[src/rtl/pcgr_pkg.sv]
// Package for the path capacity greedy reservation block.
// Holds the path size, derived widths, controller states and the ring control struct.
// Depends on nothing; every other file uses it by scoped names.
`default_nettype none

package pcgr_pkg;

	localparam int NUM_STOPS = 2048;
	localparam int STOP_W    = 11;
	localparam int AMT_W     = 16;
	localparam int LOAD_W    = 16;
	localparam int TOTAL_W   = 32;
	localparam int SEG_W     = $clog2(NUM_STOPS);
	localparam int CNT_W     = $clog2(NUM_STOPS + 1);
	localparam int CLIP_W    = (CNT_W > STOP_W) ? CNT_W : STOP_W;

	localparam int APB_DW    = 32;
	localparam int APB_AW    = 3;
	localparam int REG_CAPACITY = 0;

	typedef enum logic [4:0] {
		ST_IDLE   = 5'b00001,
		ST_SCAN   = 5'b00010,
		ST_GRANT  = 5'b00100,
		ST_UPDATE = 5'b01000,
		ST_DONE   = 5'b10000
	} state_t;

	typedef struct packed {
		logic              shift;
		logic [LOAD_W-1:0] feed;
	} ring_ctl_t;

endpackage

`default_nettype wire

[src/rtl/pcgr_cell.sv]
// One ring cell: holds the committed load of one path segment.
// Depends on pcgr_pkg; shifts its load to the next cell on each ring step.
`default_nettype none

module pcgr_cell (
	input  wire logic                        clk,
	input  wire logic                        arst_n,
	input  wire logic                        shift,
	input  wire logic [pcgr_pkg::LOAD_W-1:0] din,
	output logic      [pcgr_pkg::LOAD_W-1:0] dout
);

	logic [pcgr_pkg::LOAD_W-1:0] load_q;

	always_ff @(posedge clk or negedge arst_n) begin
		if (!arst_n) begin
			load_q <= '0;
		end else if (shift) begin
			load_q <= din;
		end
	end

	assign dout = load_q;

endmodule

`default_nettype wire

[config.mk]
export PLATFORM = sky130hd
export DESIGN_NAME = pcgr_cell
export DESIGN_NICKNAME = d
export VERILOG_FILES = /design/src/rtl/pcgr_pkg.sv /design/src/rtl/pcgr_cell.sv
export SDC_FILE = /design/constraint.sdc
export NUM_CORES = 1
export LEC_CHECK = 0
export ABC_AREA = 1
export BUFFER_PORTS_ARGS = -buffer_cell sky130_fd_sc_hd__buf_4
export CAP_MARGIN = 25
export CORE_MARGIN = 3
export CORE_UTILIZATION = 45
export CTS_CLUSTER_DIAMETER = 200
export DETAILED_ROUTE_END_ITERATION = 12
export PLACE_DENSITY = 0.77
export SYNTH_ARGS = -nofsm -noshare
export SYNTH_HDL_FRONTEND = slang
export SYNTH_SLANG_ARGS = --single-unit
[constraint.sdc]
create_clock -name clk -period 1.56 [get_ports clk]
set_input_delay 0.312 -clock clk [delete_from_list [all_inputs] [get_ports clk]]
set_output_delay 0.312 -clock clk [all_outputs]
set_load 0.05 [all_outputs]
==> results of run 1 <==
## per-stage QoR
step | util | instance area [µm²] | hold slack (ns) | total power [mW]
detailed placement | 0.665 | 876 | 0.177 | 0.772
global route | 0.700 | 922 | 0.220 | 1.08
floorplan | - | 644 | 0.0164 | 0.667
finish | 0.700 | 922 | 0.227 | 1.02
CTS | 0.700 | 922 | 0.220 | 1.04
global placement | 0.665 | 876 | 0.180 | 0.767
## tightest hold or removal path, stage by stage
cell	delay, ns
buf_4	0.07
nand2_1	0.04
nand2_1	0.05
## routing by layer
| layer | GRT usage | part of all wire |
|---|---|---|
| met5 | 0 | 0 |
| met4 | 0.0542 | 0 |
| met3 | 0.0373 | 0.049 |
| met2 | 0.235 | 0.57 |
| met1 | 0.179 | 0.38 |
## cells by family (layout without fill, tap and decap cells)
kind of cell | after synthesis | count (layout) | synth area share
flops | 16 | 16 | 0.621
simple gates | 48 | 48 | 0.299
buf+inv | 4 | 40 | 0.0796
## repair_timing
| item | in CTS | in global routing |
|---|---|---|
| endpoints found under the setup margin | 0 | 0 |
| hold endpoints to repair | 16 | 0 |
| hold buffers | 1 | 0 |
## power by group
group | internal (mW) | total [mW] | switching, mW
registers | 0.451 | 0.472 | 0.0207
logic | 0.0957 | 0.291 | 0.195
clock network | 0.142 | 0.261 | 0.119
## cell type report
class,count,area (µm²)
Sequential cell,16,400
Fill cell,104,395
Timing Repair Buffer,35,265
Multi-Input combinational cell,48,193
Clock buffer,4,36.3
Tap cell,15,18.8
Inverter,1,8.76
## how the worst max path moves through the flow
| stage | end | slack [ns] | depth (start not counted) |
|---|---|---|---|
| 2_1_floorplan | dout[11] | 0.63 | 0 |
| 3_5_place_dp | dout[8]$_DFFE_PN0P_ | 0.65 | 4 |
| 3_3_place_gp | dout[13]$_DFFE_PN0P_ | 0.69 | 4 |
| 6_report | dout[12] | 0.38 | 1 |
| 4_1_cts | dout[12] | 0.36 | 1 |
| 5_1_grt | dout[12] | 0.33 | 1 |
## placed cells by master (no fill, tap or decap)
cell type / instances
nand2_1: 43
buf_4: 34
dfrtp_1: 16
nand2_2: 5
clkbuf_4: 3
inv_6: 1
clkbuf_8: 1
dlygate4sd3_1: 1
==> summary.md, run 1 <==
| Metric | Value |
|---|---|
| Worst hold endpoint | dout[1]$_DFFE_PN0P_ |
| Area Overhead vs Synth | 43.1% |
| Post-route ant nets | 0 |
| Site Rows | 13 |
| CP Capture Type | output pin |
| Die area | a little under 0.002 mm² |
| Avg Cell Area, Syn | roughly 9.5 µm² |
| YS warnings | 0 |
| Post-DP HPWL | 964 µm |
| Number of diodes | 0 |
| GRT Util Overall | 0.143 |
| Main area contributors after synthesis | dfrtp_1 62%, nand2_1 25%, nand2_2 4.9%, buf_6 3.5%, buf_12 3.1% |
| Static leakage | 0.531 nW |
| I/O Buffers | 34 |
| DP Cell Count | 114 |
| RSZ-0062 raised after global routing | false |
| Reg-to-Reg End | dout[8]$_DFFE_PN0P_ |
| Critical path data arrival time | ~0.87 ns |
| Power density of the placed cells | between 1000 and 1500 mW/mm² |
| Nets | 124 |
| Synth Instances | 68 |
| Synthesized Nets | 87 |
| Drt drc | 0 |
| Largest net degree at the start of global routing | 18 |
| Clock transition at path regs | 0.09 ns |
| Core area | 0.00132 mm² |
| Final Hold Fails | 0 |
| Synth async-reset ratio | 1.00 |
| EDFF count, synth | 0 |
| Worst-margin pin slew | 0.198 ns |
| Post-synthesis cell type count | 6 |
| Hold path depth | 3 |
| Max cap viols | 0 |
| Clock buffer count from CTS | 3 |
| I/O pins | 35 |
| Sequential-to-total area share from yosys stat | 0.621 |
| Area of the mapped netlist | between 600 and 700 µm² |
| Worst path max stage delay | 0.40 ns |
| DIE HEIGHT | between 40 and 50 µm |
| Synth Flop Type | dfrtp_1 |
| Num Clock Sinks | 16 |
| Reg2Reg Depth | 2 |
| CP delay by family, top | flip-flops |
| Root Driver | clkbuf_4 |
| Routed len/inst | 10.7 µm |
| Clk Latency, worst-skew pair | 0.27 ns |
| R2r startpoint | dout[8]$_DFFE_PN0P_ |
| Count leader, synth | nand2_1 |
| Via count | 530 |
| GRT overflow | 0 |
| Synth top area share | 0.621 |
| Setup violators final | 0 |
| Routability Congestion | 0.662 |
| Hold crit path type | in2reg |
| DP Worst Slack | 0.645 ns |
| WS Path Type | reg2out |
| #FFs+latches synth | 16 |
| Run status | completed |
| Max-slew violations | 0 |
| Worst slew margin | 0.868 |
| Post-cts resize count | 0 |
| Hold wc startpoint | din[1] |
| Vias in the first global route | 493 |
| Max Fclk | around 850 MHz |
| Startpoint Class | flop |
| Final period utilization | 0.759 |
| Flop2flop setup slack | slightly above 0.9 ns |
| Maximum vdd drop | 0.935 mV |
| Max reg flops | 16 |
| CP Buf/Inv Count | 1 |
| Post-CTS setup buffer count | 0 |
| CP max stage cell | dfrtp_1 |
| Leading area contributor after synthesis | dfrtp_1 |
| H-tree depth | 1 |
| Via density | roughly 4.5 |
| Clock skew | 0 ns |
| First-pass GRT wire length | 2050 µm |
| Tmin final | roughly 1.2 ns |
| Worst Setup SP | dout[12]$_DFFE_PN0P_ |
| CP Cell Sequence | buf_4 |
| Die width | 43.8 µm |
| CTS tree | built |
| Max Buffers Root-to-Sink | 2 |
| Synth top cells by count | 43 x nand2_1, 16 x dfrtp_1, 5 x nand2_2, 2 x buf_6 |
| Initial DRC Count | 9 |
| Required @ worst endpoint | 1.25 ns |
| Finished Layout Cells | 119 |
| Crit Path Max Fanout | 2 |
| PnR worst setup slack | 0.377 ns |
| Post-route setup TNS | 0 ns |
| Initial antenna violation count | 0 |
| Initial Util | 0.489 |
| Routed WL | 1270 µm |
| Layout cells sized above 1 | 0.423 |
| TritonRoute pass-1 iters | 4 |
Power figures use the tool's default switching activity.
==> run 2: changes to the inputs <==
Settings changed: CORE_UTILIZATION 45 to 38, PLACE_DENSITY 0.77 to 0.69.
Clock period 1.56 ns to 1.01 ns, I/O delays scaled along.
==> run 2 against run 1 <==
  * The flow now finishes with violations (negative setup slack)
  * Core utilization down 2.5 points
  * Sequential share of layout area fell by 5.4 points
  * Wire length up 12%
  * Critical endpoint is now dout[2]
  * Highest routed layer unchanged
==> summary.md, run 2 (same netlist as run 1, synthesis figures left out) <==
| Metric | Value |
|---|---|
| End-of-flow core utilization | 0.675 |
| Num Clock Sinks | 16 |
| Initial DRC Count | 2 |
| Die area | ~0.0022 mm² |
| Post-route setup TNS | -0.327 ns |
| Initial Util | 0.413 |
| CP Cell Sequence | buf_6 |
| Routed len/inst | 11.0 µm |
| Area Overhead vs Synth | 63.3% |
| Nets | 135 |
| I/O pins | 35 |
| Initial antenna violation count | 0 |
| Filler cell count | 135 |
| DIE HEIGHT | roughly 47 µm |
| Maximum vdd drop | 0.901 mV |
| Clock transition at path regs | 0.09 ns |
| Crit Path Max Fanout | 2 |
| Max Fclk | 963 MHz |
| Static leakage | approximately 0.60 nW |
| Clock buffer count from CTS | 3 |
| Core area | 0.00156 mm² |
| Final Hold Fails | 0 |
| Post-route ant nets | 0 |
| H-tree depth | 1 |
| GRT Util Overall | 0.133 |
| Max-slew violations | 0 |
| Worst-margin pin slew | 0.205 ns |
| Final period utilization | 1.03 |
| Root Driver | clkbuf_4 |
| Die width | 47.2 µm |
| Required @ worst endpoint | 0.81 ns |
| Worst slew margin | 0.863 |
| Via count | 568 |
| Reg-to-Reg End | dout[12]$_DFFE_PN0P_ |
| I/O Buffers | 34 |
| Site Rows | 14 |
| TritonRoute pass-1 iters | 2 |
| PnR worst setup slack | -0.0288 ns |
| Failing checks | negative setup slack |
| Layout Cell Area excl Fill | 0.00105 mm² |
| CP Capture Type | output pin |
| Layout cells sized above 1 | 0.474 |
| CP Buf/Inv Count | 1 |
| CP endpoint | dout[2] |
| Reg2Reg Depth | 4 |
| Drt drc | 0 |
| Largest net degree at the start of global routing | 18 |
| Post-DP HPWL | a little under 1000 µm |
| Run status | finished with violations |
| CP delay by family, top | flip-flops |
| GRT overflow | 0 |
| Critical path data arrival time | 0.84 ns |
| Worst path depth | 1 |
| First-pass GRT wire length | around 2200 µm |
| Leading cell type in the layout, fill and taps excluded | nand2_1 |
| Setup violators final | 16 |
| Routability Congestion | roughly 0.63 |
| Vias in the first global route | 542 |
| Power density of the placed cells | 1520 mW/mm² |
| WS Path Type | reg2out |
| Number of diodes | 0 |
| Clock skew | 0 ns |
| Hold crit path type | in2reg |
| Via density | 4.37 |
| RSZ-0062 raised after global routing | true |
| Startpoint Class | flop |
| Worst Setup SP | dout[2]$_DFFE_PN0P_ |
| Placed Instance Area | 877 µm² |
| Max Buffers Root-to-Sink | 2 |
| CTS tree | built |
| Max cap viols | 0 |
| Tmin final | 1.04 ns |
| Clk Latency, worst-skew pair | about 0.27 ns |
| Flop2flop setup slack | 0.16 ns |
| R2r startpoint | dout[12]$_DFFE_PN0P_ |
| Routed WL | 1420 µm |
| CP max stage cell | dfrtp_1 |
| Worst path max stage delay | 0.41 ns |
| Max reg flops | 16 |
| Commonest non-fill, non-tap cells in the layout | 43 x nand2_1, 29 x buf_4, 16 x dfrtp_1, 16 x buf_6, 5 x nand2_2 |
## run 2: cell types whose count changed in the layout (fill, tap and decap cells not counted)
cell,before,now
clkbuf_8,1,0
buf_4,34,29
buf_6,0,16
## run 2: how the worst min path moves through the flow
stage / start / endpoint / slack, ns / depth (start not counted)
2_1_floorplan: arst_n / dout[0]$_DFFE_PN0P_ / -0.09 / 0
3_3_place_gp: arst_n / dout[6]$_DFFE_PN0P_ / 0.07 / 1
3_5_place_dp: arst_n / dout[6]$_DFFE_PN0P_ / 0.07 / 1
4_1_cts: din[3] / dout[3]$_DFFE_PN0P_ / 0.12 / 3
5_1_grt: din[10] / dout[10]$_DFFE_PN0P_ / 0.11 / 3
6_report: din[3] / dout[3]$_DFFE_PN0P_ / 0.12 / 3
## run 2: what timing repair did
action,in CTS,in global routing
gates resized for setup,16,0
endpoints found under the setup margin,16,16
hold buffers,1,0
setup buffers,7,4
hold endpoints to repair,16,0
## run 2: power breakdown
group          internal, mW  total (mW)  switching [mW]  leakage [nW]
logic                 0.229       0.543           0.315         0.388
clock network         0.138       0.317           0.179        0.0138
registers             0.697       0.738          0.0409         0.195
total                  1.06        1.60           0.535         0.596
## run 2: per-layer routing
layer  vias up  part of all wire  track usage
li1        294                 -            -
met1       265              0.40        0.163
met2         9              0.58        0.247
met3         0             0.019       0.0115
met4         0                 0       0.0331
met5         -                 0            0
## run 2: through the flow
stage          instances  power [mW]  worst slack, ns  hold WS, ns
2_1_floorplan         68        1.03            0.173      -0.0936
3_5_place_dp         115        1.19            0.239       0.0703
4_1_cts              126        1.59          -0.0356        0.116
3_3_place_gp         115        1.19            0.251       0.0693
6_report             130        1.60          -0.0288        0.121
5_1_grt              130        1.68          -0.0700        0.114
## run 2: layout make-up
type	instances	area, µm²	share of cell area
repair buffers	46	408	0.388
clock buffers	3	22.5	0.0214
multi-input cells	48	193	0.183
inverters	1	8.76	0.00832
flip-flops and latches	16	400	0.380
well taps	16	20.0	0.0190
