--- src/rtl/pcgr_pkg.sv ---
// Package for the path capacity greedy reservation block.
// Holds the path size, derived widths, controller states and the ring control struct.
// Depends on nothing; every other file uses it by scoped names.
`default_nettype none

package pcgr_pkg;

	localparam int NUM_STOPS = 2048;
	localparam int STOP_W    = 11;
	localparam int AMT_W     = 16;
	localparam int LOAD_W    = 16;
	localparam int TOTAL_W   = 32;
	localparam int SEG_W     = $clog2(NUM_STOPS);
	localparam int CNT_W     = $clog2(NUM_STOPS + 1);
	localparam int CLIP_W    = (CNT_W > STOP_W) ? CNT_W : STOP_W;

	localparam int APB_DW    = 32;
	localparam int APB_AW    = 3;
	localparam int REG_CAPACITY = 0;

	typedef enum logic [4:0] {
		ST_IDLE   = 5'b00001,
		ST_SCAN   = 5'b00010,
		ST_GRANT  = 5'b00100,
		ST_UPDATE = 5'b01000,
		ST_DONE   = 5'b10000
	} state_t;

	typedef struct packed {
		logic              shift;
		logic [LOAD_W-1:0] feed;
	} ring_ctl_t;

endpackage

`default_nettype wire

--- src/rtl/pcgr_if.sv ---
// Valid/ready channel interfaces for requests and grant results.
// Depends on pcgr_pkg for the field widths.
`default_nettype none

interface pcgr_req_if;
	logic                          valid;
	logic                          ready;
	logic [pcgr_pkg::STOP_W-1:0]   start_stop;
	logic [pcgr_pkg::STOP_W-1:0]   end_stop;
	logic [pcgr_pkg::AMT_W-1:0]    amount;

	modport source (output valid, start_stop, end_stop, amount, input ready);
	modport sink   (input valid, start_stop, end_stop, amount, output ready);
endinterface

interface pcgr_res_if;
	logic                          valid;
	logic                          ready;
	logic [pcgr_pkg::AMT_W-1:0]    granted;
	logic [pcgr_pkg::TOTAL_W-1:0]  total_granted;

	modport source (output valid, granted, total_granted, input ready);
	modport sink   (input valid, granted, total_granted, output ready);
endinterface

`default_nettype wire

--- src/rtl/pcgr_ctrl.sv ---
// Sequencer at the head of the ring: takes requests, finds the peak load, updates loads.
// Depends on pcgr_pkg and the channel interfaces in pcgr_if.
`default_nettype none

module pcgr_ctrl (
	input  wire logic                         clk,
	input  wire logic                         arst_n,
	pcgr_req_if.sink                          req,
	pcgr_res_if.source                        res,
	input  wire logic [pcgr_pkg::AMT_W-1:0]   capacity,
	input  wire logic [pcgr_pkg::LOAD_W-1:0]  head_load,
	output pcgr_pkg::ring_ctl_t               ring
);

	localparam int CW = pcgr_pkg::CLIP_W;

	pcgr_pkg::state_t               state_q;
	logic [pcgr_pkg::SEG_W-1:0]     cnt_q;
	logic [CW-1:0]                  from_q;
	logic [CW-1:0]                  to_q;
	logic                           empty_q;
	logic [pcgr_pkg::AMT_W-1:0]     amt_q;
	logic [pcgr_pkg::LOAD_W-1:0]    peak_q;
	logic [pcgr_pkg::AMT_W-1:0]     grant_q;
	logic [pcgr_pkg::AMT_W-1:0]     out_grant_q;
	logic                           out_vld_q;
	logic [pcgr_pkg::TOTAL_W-1:0]   sum_q;

	logic [CW-1:0]                  from_c;
	logic [CW-1:0]                  to_c;
	logic [CW-1:0]                  seg_c;
	logic                           in_route;
	logic                           last_step;
	logic                           acc;
	logic                           ld_out;
	logic [pcgr_pkg::AMT_W-1:0]     room_c;
	logic [pcgr_pkg::AMT_W-1:0]     grant_c;
	logic [pcgr_pkg::LOAD_W:0]      load_sum;
	logic [pcgr_pkg::TOTAL_W:0]     total_sum;

	assign from_c = (CW'(req.start_stop) > CW'(pcgr_pkg::NUM_STOPS)) ?
		CW'(pcgr_pkg::NUM_STOPS) : CW'(req.start_stop);
	assign to_c = (CW'(req.end_stop) > CW'(pcgr_pkg::NUM_STOPS)) ?
		CW'(pcgr_pkg::NUM_STOPS) : CW'(req.end_stop);

	assign seg_c     = CW'(pcgr_pkg::SEG_W'(pcgr_pkg::NUM_STOPS - 1) - cnt_q);
	assign in_route  = (seg_c >= from_q) && (seg_c < to_q);
	assign last_step = (cnt_q == pcgr_pkg::SEG_W'(pcgr_pkg::NUM_STOPS - 1));

	assign req.ready = (state_q == pcgr_pkg::ST_IDLE);
	assign acc       = req.valid && req.ready;
	assign ld_out    = (state_q == pcgr_pkg::ST_DONE) && (!out_vld_q || res.ready);

	assign room_c  = (peak_q >= capacity) ? '0 : capacity - peak_q;
	assign grant_c = (amt_q < room_c) ? amt_q : room_c;

	assign load_sum  = {1'b0, head_load} + {1'b0, grant_q};
	assign total_sum = {1'b0, sum_q} + (pcgr_pkg::TOTAL_W + 1)'(grant_q);

	always_comb begin
		ring.shift = (state_q == pcgr_pkg::ST_SCAN) || (state_q == pcgr_pkg::ST_UPDATE);
		ring.feed  = head_load;
		if ((state_q == pcgr_pkg::ST_UPDATE) && in_route) begin
			ring.feed = load_sum[pcgr_pkg::LOAD_W] ? '1 : load_sum[pcgr_pkg::LOAD_W-1:0];
		end
	end

	always_ff @(posedge clk or negedge arst_n) begin
		if (!arst_n) begin
			state_q <= pcgr_pkg::ST_IDLE;
			cnt_q   <= '0;
		end else begin
			unique case (state_q)
				pcgr_pkg::ST_IDLE: begin
					cnt_q <= '0;
					if (acc) begin
						state_q <= (from_c < to_c) ? pcgr_pkg::ST_SCAN : pcgr_pkg::ST_GRANT;
					end
				end
				pcgr_pkg::ST_SCAN: begin
					cnt_q <= cnt_q + 1'b1;
					if (last_step) begin
						state_q <= pcgr_pkg::ST_GRANT;
					end
				end
				pcgr_pkg::ST_GRANT: begin
					cnt_q   <= '0;
					state_q <= empty_q ? pcgr_pkg::ST_DONE : pcgr_pkg::ST_UPDATE;
				end
				pcgr_pkg::ST_UPDATE: begin
					cnt_q <= cnt_q + 1'b1;
					if (last_step) begin
						state_q <= pcgr_pkg::ST_DONE;
					end
				end
				pcgr_pkg::ST_DONE: begin
					if (ld_out) begin
						state_q <= pcgr_pkg::ST_IDLE;
					end
				end
				default: begin
					state_q <= pcgr_pkg::ST_IDLE;
				end
			endcase
		end
	end

	always_ff @(posedge clk) begin
		if (acc) begin
			from_q  <= from_c;
			to_q    <= to_c;
			empty_q <= !(from_c < to_c);
			amt_q   <= req.amount;
			peak_q  <= '0;
		end else if ((state_q == pcgr_pkg::ST_SCAN) && in_route && (head_load > peak_q)) begin
			peak_q <= head_load;
		end
		if (state_q == pcgr_pkg::ST_GRANT) begin
			grant_q <= grant_c;
		end
		if (ld_out) begin
			out_grant_q <= grant_q;
		end
	end

	always_ff @(posedge clk or negedge arst_n) begin
		if (!arst_n) begin
			out_vld_q <= 1'b0;
			sum_q     <= '0;
		end else begin
			if (ld_out) begin
				out_vld_q <= 1'b1;
				sum_q     <= total_sum[pcgr_pkg::TOTAL_W] ? '1 :
					total_sum[pcgr_pkg::TOTAL_W-1:0];
			end else if (res.ready) begin
				out_vld_q <= 1'b0;
			end
		end
	end

	assign res.valid         = out_vld_q;
	assign res.granted       = out_grant_q;
	assign res.total_granted = sum_q;

	a_grant_cap: assert property (@(posedge clk) disable iff (!arst_n)
		ld_out |-> (grant_q <= capacity))
		else $error("grant exceeds capacity");

	a_sum_mono: assert property (@(posedge clk) disable iff (!arst_n)
		##1 (sum_q >= $past(sum_q)))
		else $error("running total decreased");

	a_scan_start: assert property (@(posedge clk) disable iff (!arst_n)
		(acc && (from_c < to_c)) |=> ((state_q == pcgr_pkg::ST_SCAN) && (cnt_q == '0)))
		else $error("scan did not start at the ring head");

	a_out_hold: assert property (@(posedge clk) disable iff (!arst_n)
		(out_vld_q && !res.ready) |=> $stable(out_grant_q))
		else $error("pending grant changed");

endmodule

`default_nettype wire

--- src/flat_wrapper.sv ---
// flat-port wrapper written by rule: the top's interface ports become plain ports
module pcgr_ctrl_flat 
  (clk, arst_n, capacity, head_load, ring, req_valid, req_start_stop, req_end_stop, req_amount, req_ready, res_valid, res_granted, res_total_granted, res_ready);
  pcgr_req_if req_i ();
  pcgr_res_if res_i ();
  input  wire logic clk;
  input  wire logic arst_n;
  input  wire logic [pcgr_pkg::AMT_W-1:0] capacity;
  input  wire logic [pcgr_pkg::LOAD_W-1:0] head_load;
  output pcgr_pkg::ring_ctl_t ring;
  input wire logic [$bits(req_i.valid)-1:0] req_valid;
  input wire logic [$bits(req_i.start_stop)-1:0] req_start_stop;
  input wire logic [$bits(req_i.end_stop)-1:0] req_end_stop;
  input wire logic [$bits(req_i.amount)-1:0] req_amount;
  output wire logic [$bits(req_i.ready)-1:0] req_ready;
  output wire logic [$bits(res_i.valid)-1:0] res_valid;
  output wire logic [$bits(res_i.granted)-1:0] res_granted;
  output wire logic [$bits(res_i.total_granted)-1:0] res_total_granted;
  input wire logic [$bits(res_i.ready)-1:0] res_ready;
  assign req_i.valid = req_valid;
  assign req_i.start_stop = req_start_stop;
  assign req_i.end_stop = req_end_stop;
  assign req_i.amount = req_amount;
  assign req_ready = req_i.ready;
  assign res_valid = res_i.valid;
  assign res_granted = res_i.granted;
  assign res_total_granted = res_i.total_granted;
  assign res_i.ready = res_ready;
  pcgr_ctrl u_core (.clk(clk), .arst_n(arst_n), .req(req_i), .res(res_i), .capacity(capacity), .head_load(head_load), .ring(ring));
endmodule
--- config.mk ---
export PLATFORM = sky130hd
export DESIGN_NAME = pcgr_ctrl_flat
export DESIGN_NICKNAME = d
export VERILOG_FILES = /design/src/rtl/pcgr_pkg.sv /design/src/rtl/pcgr_if.sv /design/src/rtl/pcgr_ctrl.sv /design/src/flat_wrapper.sv
export SDC_FILE = /design/constraint.sdc
export NUM_CORES = 1
export LEC_CHECK = 0
export ABC_AREA = 1
export BUFFER_PORTS_ARGS = -buffer_cell sky130_fd_sc_hd__buf_2
export CAP_MARGIN = 10
export CORE_MARGIN = 3
export CORE_UTILIZATION = 26
export CTS_CLUSTER_DIAMETER = 80
export CTS_CLUSTER_SIZE = 40
export DETAILED_ROUTE_END_ITERATION = 12
export PLACE_DENSITY_LB_ADDON = 0.12
export SYNTH_ARGS = -nofsm -noshare
export SYNTH_HDL_FRONTEND = slang
export SYNTH_SLANG_ARGS = --single-unit
export TNS_END_PERCENT = 30
--- constraint.sdc ---
create_clock -name clk -period 4.8 [get_ports clk]
set_input_delay 0.48 -clock clk [delete_from_list [all_inputs] [get_ports clk]]
set_output_delay 0.48 -clock clk [all_outputs]
set_load 0.005 [all_outputs]
==> results.toml <==
[run_status]
status = "finished, final reports clean"

[detailed_routing]
num_vias = 8072
remaining_drc_errors = 0
drt_iter0_drc = 389
firstDrtPassIters = 5
dr_wl_met3_um = 921
wl_per_cell_um = 15.94
wl_met1_um = 14210
top_layer = "met4"
wl_met2_um = 12690
routed_wl_um = 28160
ant_nets = 0
via_per_inst = 4.568

[final_layout]
final_cells = 1767
nets = 1481
fin_util_pct = 31.76
syn_to_final_growth_pct = 19.55
final_cell_mix = "nand2_1, inv_1, buf_2"
drive_gt1_share_pct = 17.61
mostFrequentLayoutCell = "nand2_1"
nFillCells = 3824
n_antenna_cell = 0

[power]
ir_worst_vdd_mv = 0.2749
p_leak_nw = 5.268
cellPowerDensity_nw_per_um2 = 509.3

[floorplanning]
die_h_um = 197.1
initial_core_util_pct = 26.57
die_w_um = 197.1
ios = 141
placementRows = 69
core_um2 = 35740
die_area_um2 = 38850

[sta]
relSlewSlack_pct = 38.98
rsz0062_at_grt = "false"
final.period_utilization_pct = 80.81
finalSetupViolCount = 0
period_needed_ns = 3.879
fmax_mhz = 257.8
tightest_slew_ns = 0.9153
setup_tns_ns = 0
fin_hold_ws_ns = 0.1529
slew_viol_final = 0
final_hold_viol_count = 0
fin_skew_ns = 0.02045

[global_route]
grt_pass1_wl_um = 44730
track_usage_pct = 14.94
grt_pass1_vias = 8042
overflow = 0
grt_max_degree = 50
antenna_found_initial = 2

[yosys]
synth_flop_cell = "edfxtp_1"
netlist_area_um2 = 9495
synth_edf_count = 71
synth_cells = 1143
synth.distinct_cells = 55
yosys_warnings = 0
yosysSeqAreaShare_pct = 38.75
syn_nets = 1331
syn_avg_cell_area_um2 = 8.307
async_flop_share_pct = 36.03
synth_seq_cells = 136

[worst_setup_path]
worstSetupPathType = "reg2reg"
r2r_slack_ns = 0.92
start_kind = "flip-flop"
worstPathArrival_ns = 4.08
critPathMostFrequentCell = "nand2_1"
crit_buf_inv = 3
cp-end-kind = "flip-flop"
crit_path_top_delay_cell = "dfxtp_1"
crit_path_max_incr_delay_ns = 0.41
required_ns = 5.00
path_max_fanout = 17
crit_chain = "ha_1, inv_1, fa_1, nand2_1, nand2_1, nand3_1, nand2_2, a31oi_1, o21bai_1, and2_1, nor3_1, inv_1, ha_1, nand4_1, a31oi_1, a2111oi_4, buf_4, nand2_4, nand2_1, nand2_1"
path_delay_family = "simple AND/OR/NAND/NOR gates"

[clock_tree]
insertion_delay_ns = 0.46
cts-root-buf = "clkbuf_16"
htree_num_levels = 4
clkTransAtPathRegs_ns = 0.07
cts_buffer_depth = 2
cts_setup_buffers = 0
numCtsBuffers = 17
cts_tree = "done"
post_cts_resized = 0
ctsHoldBuffers = 0
cts.sinks = 136

[worst_hold_path]
hp-class = "in2async"

[placement]
port_buffers = 140
dpl.cell_count = 1735
hpwl_um = 22780
gp_congestion = 0.8441

[job]
drv_cap = 0
[cell usage after synthesis (6+ instances only)]
library cell	instances	share of area, %
clkbuf_1	6	0.24
nand2_1	195	7.7
nor2_1	98	3.9
a21o_1	11	0.87
o21ai_0	41	2.2
xnor2_1	13	1.2
o21ai_1	17	0.90
a21oi_1	72	3.8
nand2_2	17	1.1
dfxtp_1	16	3.4
edfxtp_1	71	22
ha_1	111	15
inv_2	6	0.24
nand3_1	77	4.1
nand4_1	17	1.1
nor4_1	6	0.40
o21a_1	11	0.87
a31oi_1	18	1.2
nor3_1	33	1.7
dfrtp_1	48	13
inv_1	168	6.6
xor2_1	17	1.6
or2_2	6	0.40
[power by group]
part           switching (mW)  leakage (nW)  internal, mW
clock                   0.644         0.296         0.704
combinational            1.66          3.55          1.01
sequential              0.207          1.42          1.56
[worst paths after layout]
path | start | end | cells past startpoint
min reg2reg | u_core.empty_q$_DFFE_PP_ | u_core.state_q[3]$_DFFE_PN0P_ | 1
max | u_core.peak_q[0]$_SDFFE_PP0P_ | u_core.grant_q[3]$_DFFE_PP_ | 20
max reg2reg | u_core.peak_q[0]$_SDFFE_PP0P_ | u_core.grant_q[3]$_DFFE_PP_ | 20
min in group clk | req_amount[9] | u_core.amt_q[9]$_DFFE_PP_ | 1
min | arst_n | u_core.res.total_granted[2]$_DFFE_PN0P_ | 2
max in group asynchronous | arst_n | u_core.res.total_granted[31]$_DFFE_PN0P_ | 2
[per-layer routing]
layer,GRT usage (%),vias up
met2,23.55,137
met4,3.194,0
li1,-,4189
met1,21.00,3727
met5,0,-
met3,3.479,19
[sequential cells by signal, summed over array words and instances (netlist names)]
register                  cells
u_core.empty_q                1
u_core.state_q                5
u_core.res.valid              1
u_core.cnt_q                 11
u_core.peak_q                16
u_core.from_q                11
u_core.to_q                  11
u_core.res.granted           16
u_core.res.total_granted     32
u_core.amt_q                 16
u_core.grant_q               16
[final cells by class]
cell class | count | area (um^2) | share of cell area, %
flip-flops and latches | 136 | 3680 | 32.41
clock buffers | 17 | 425.4 | 3.747
inverters | 174 | 653.1 | 5.753
clock inverters | 15 | 178.9 | 1.576
well taps | 461 | 576.8 | 5.081
repair buffers | 147 | 753.2 | 6.635
multi-input cells | 817 | 5085 | 44.79
[metrics by stage]
step	worst slack [ns]	power, mW	area, um^2
floorplan	1.231	3.706	9495
global placement	0.8322	4.495	10750
detailed placement	0.7724	4.485	10750
CTS	0.9482	5.874	11350
global route	0.5735	6.347	11350
finish	0.9213	5.781	11350
[kinds of logic after synthesis]
group | after synthesis | synth area share, %
AOI/OAI and AO/OA | 200 | 12.64
xor gates and xnor gates | 30 | 2.767
adders and majority gates | 114 | 15.26
buffers and inverters | 190 | 7.774
DFF | 136 | 38.75
and+or+nand+nor | 473 | 22.81
Note: power is estimated with default switching activity, not from simulation.
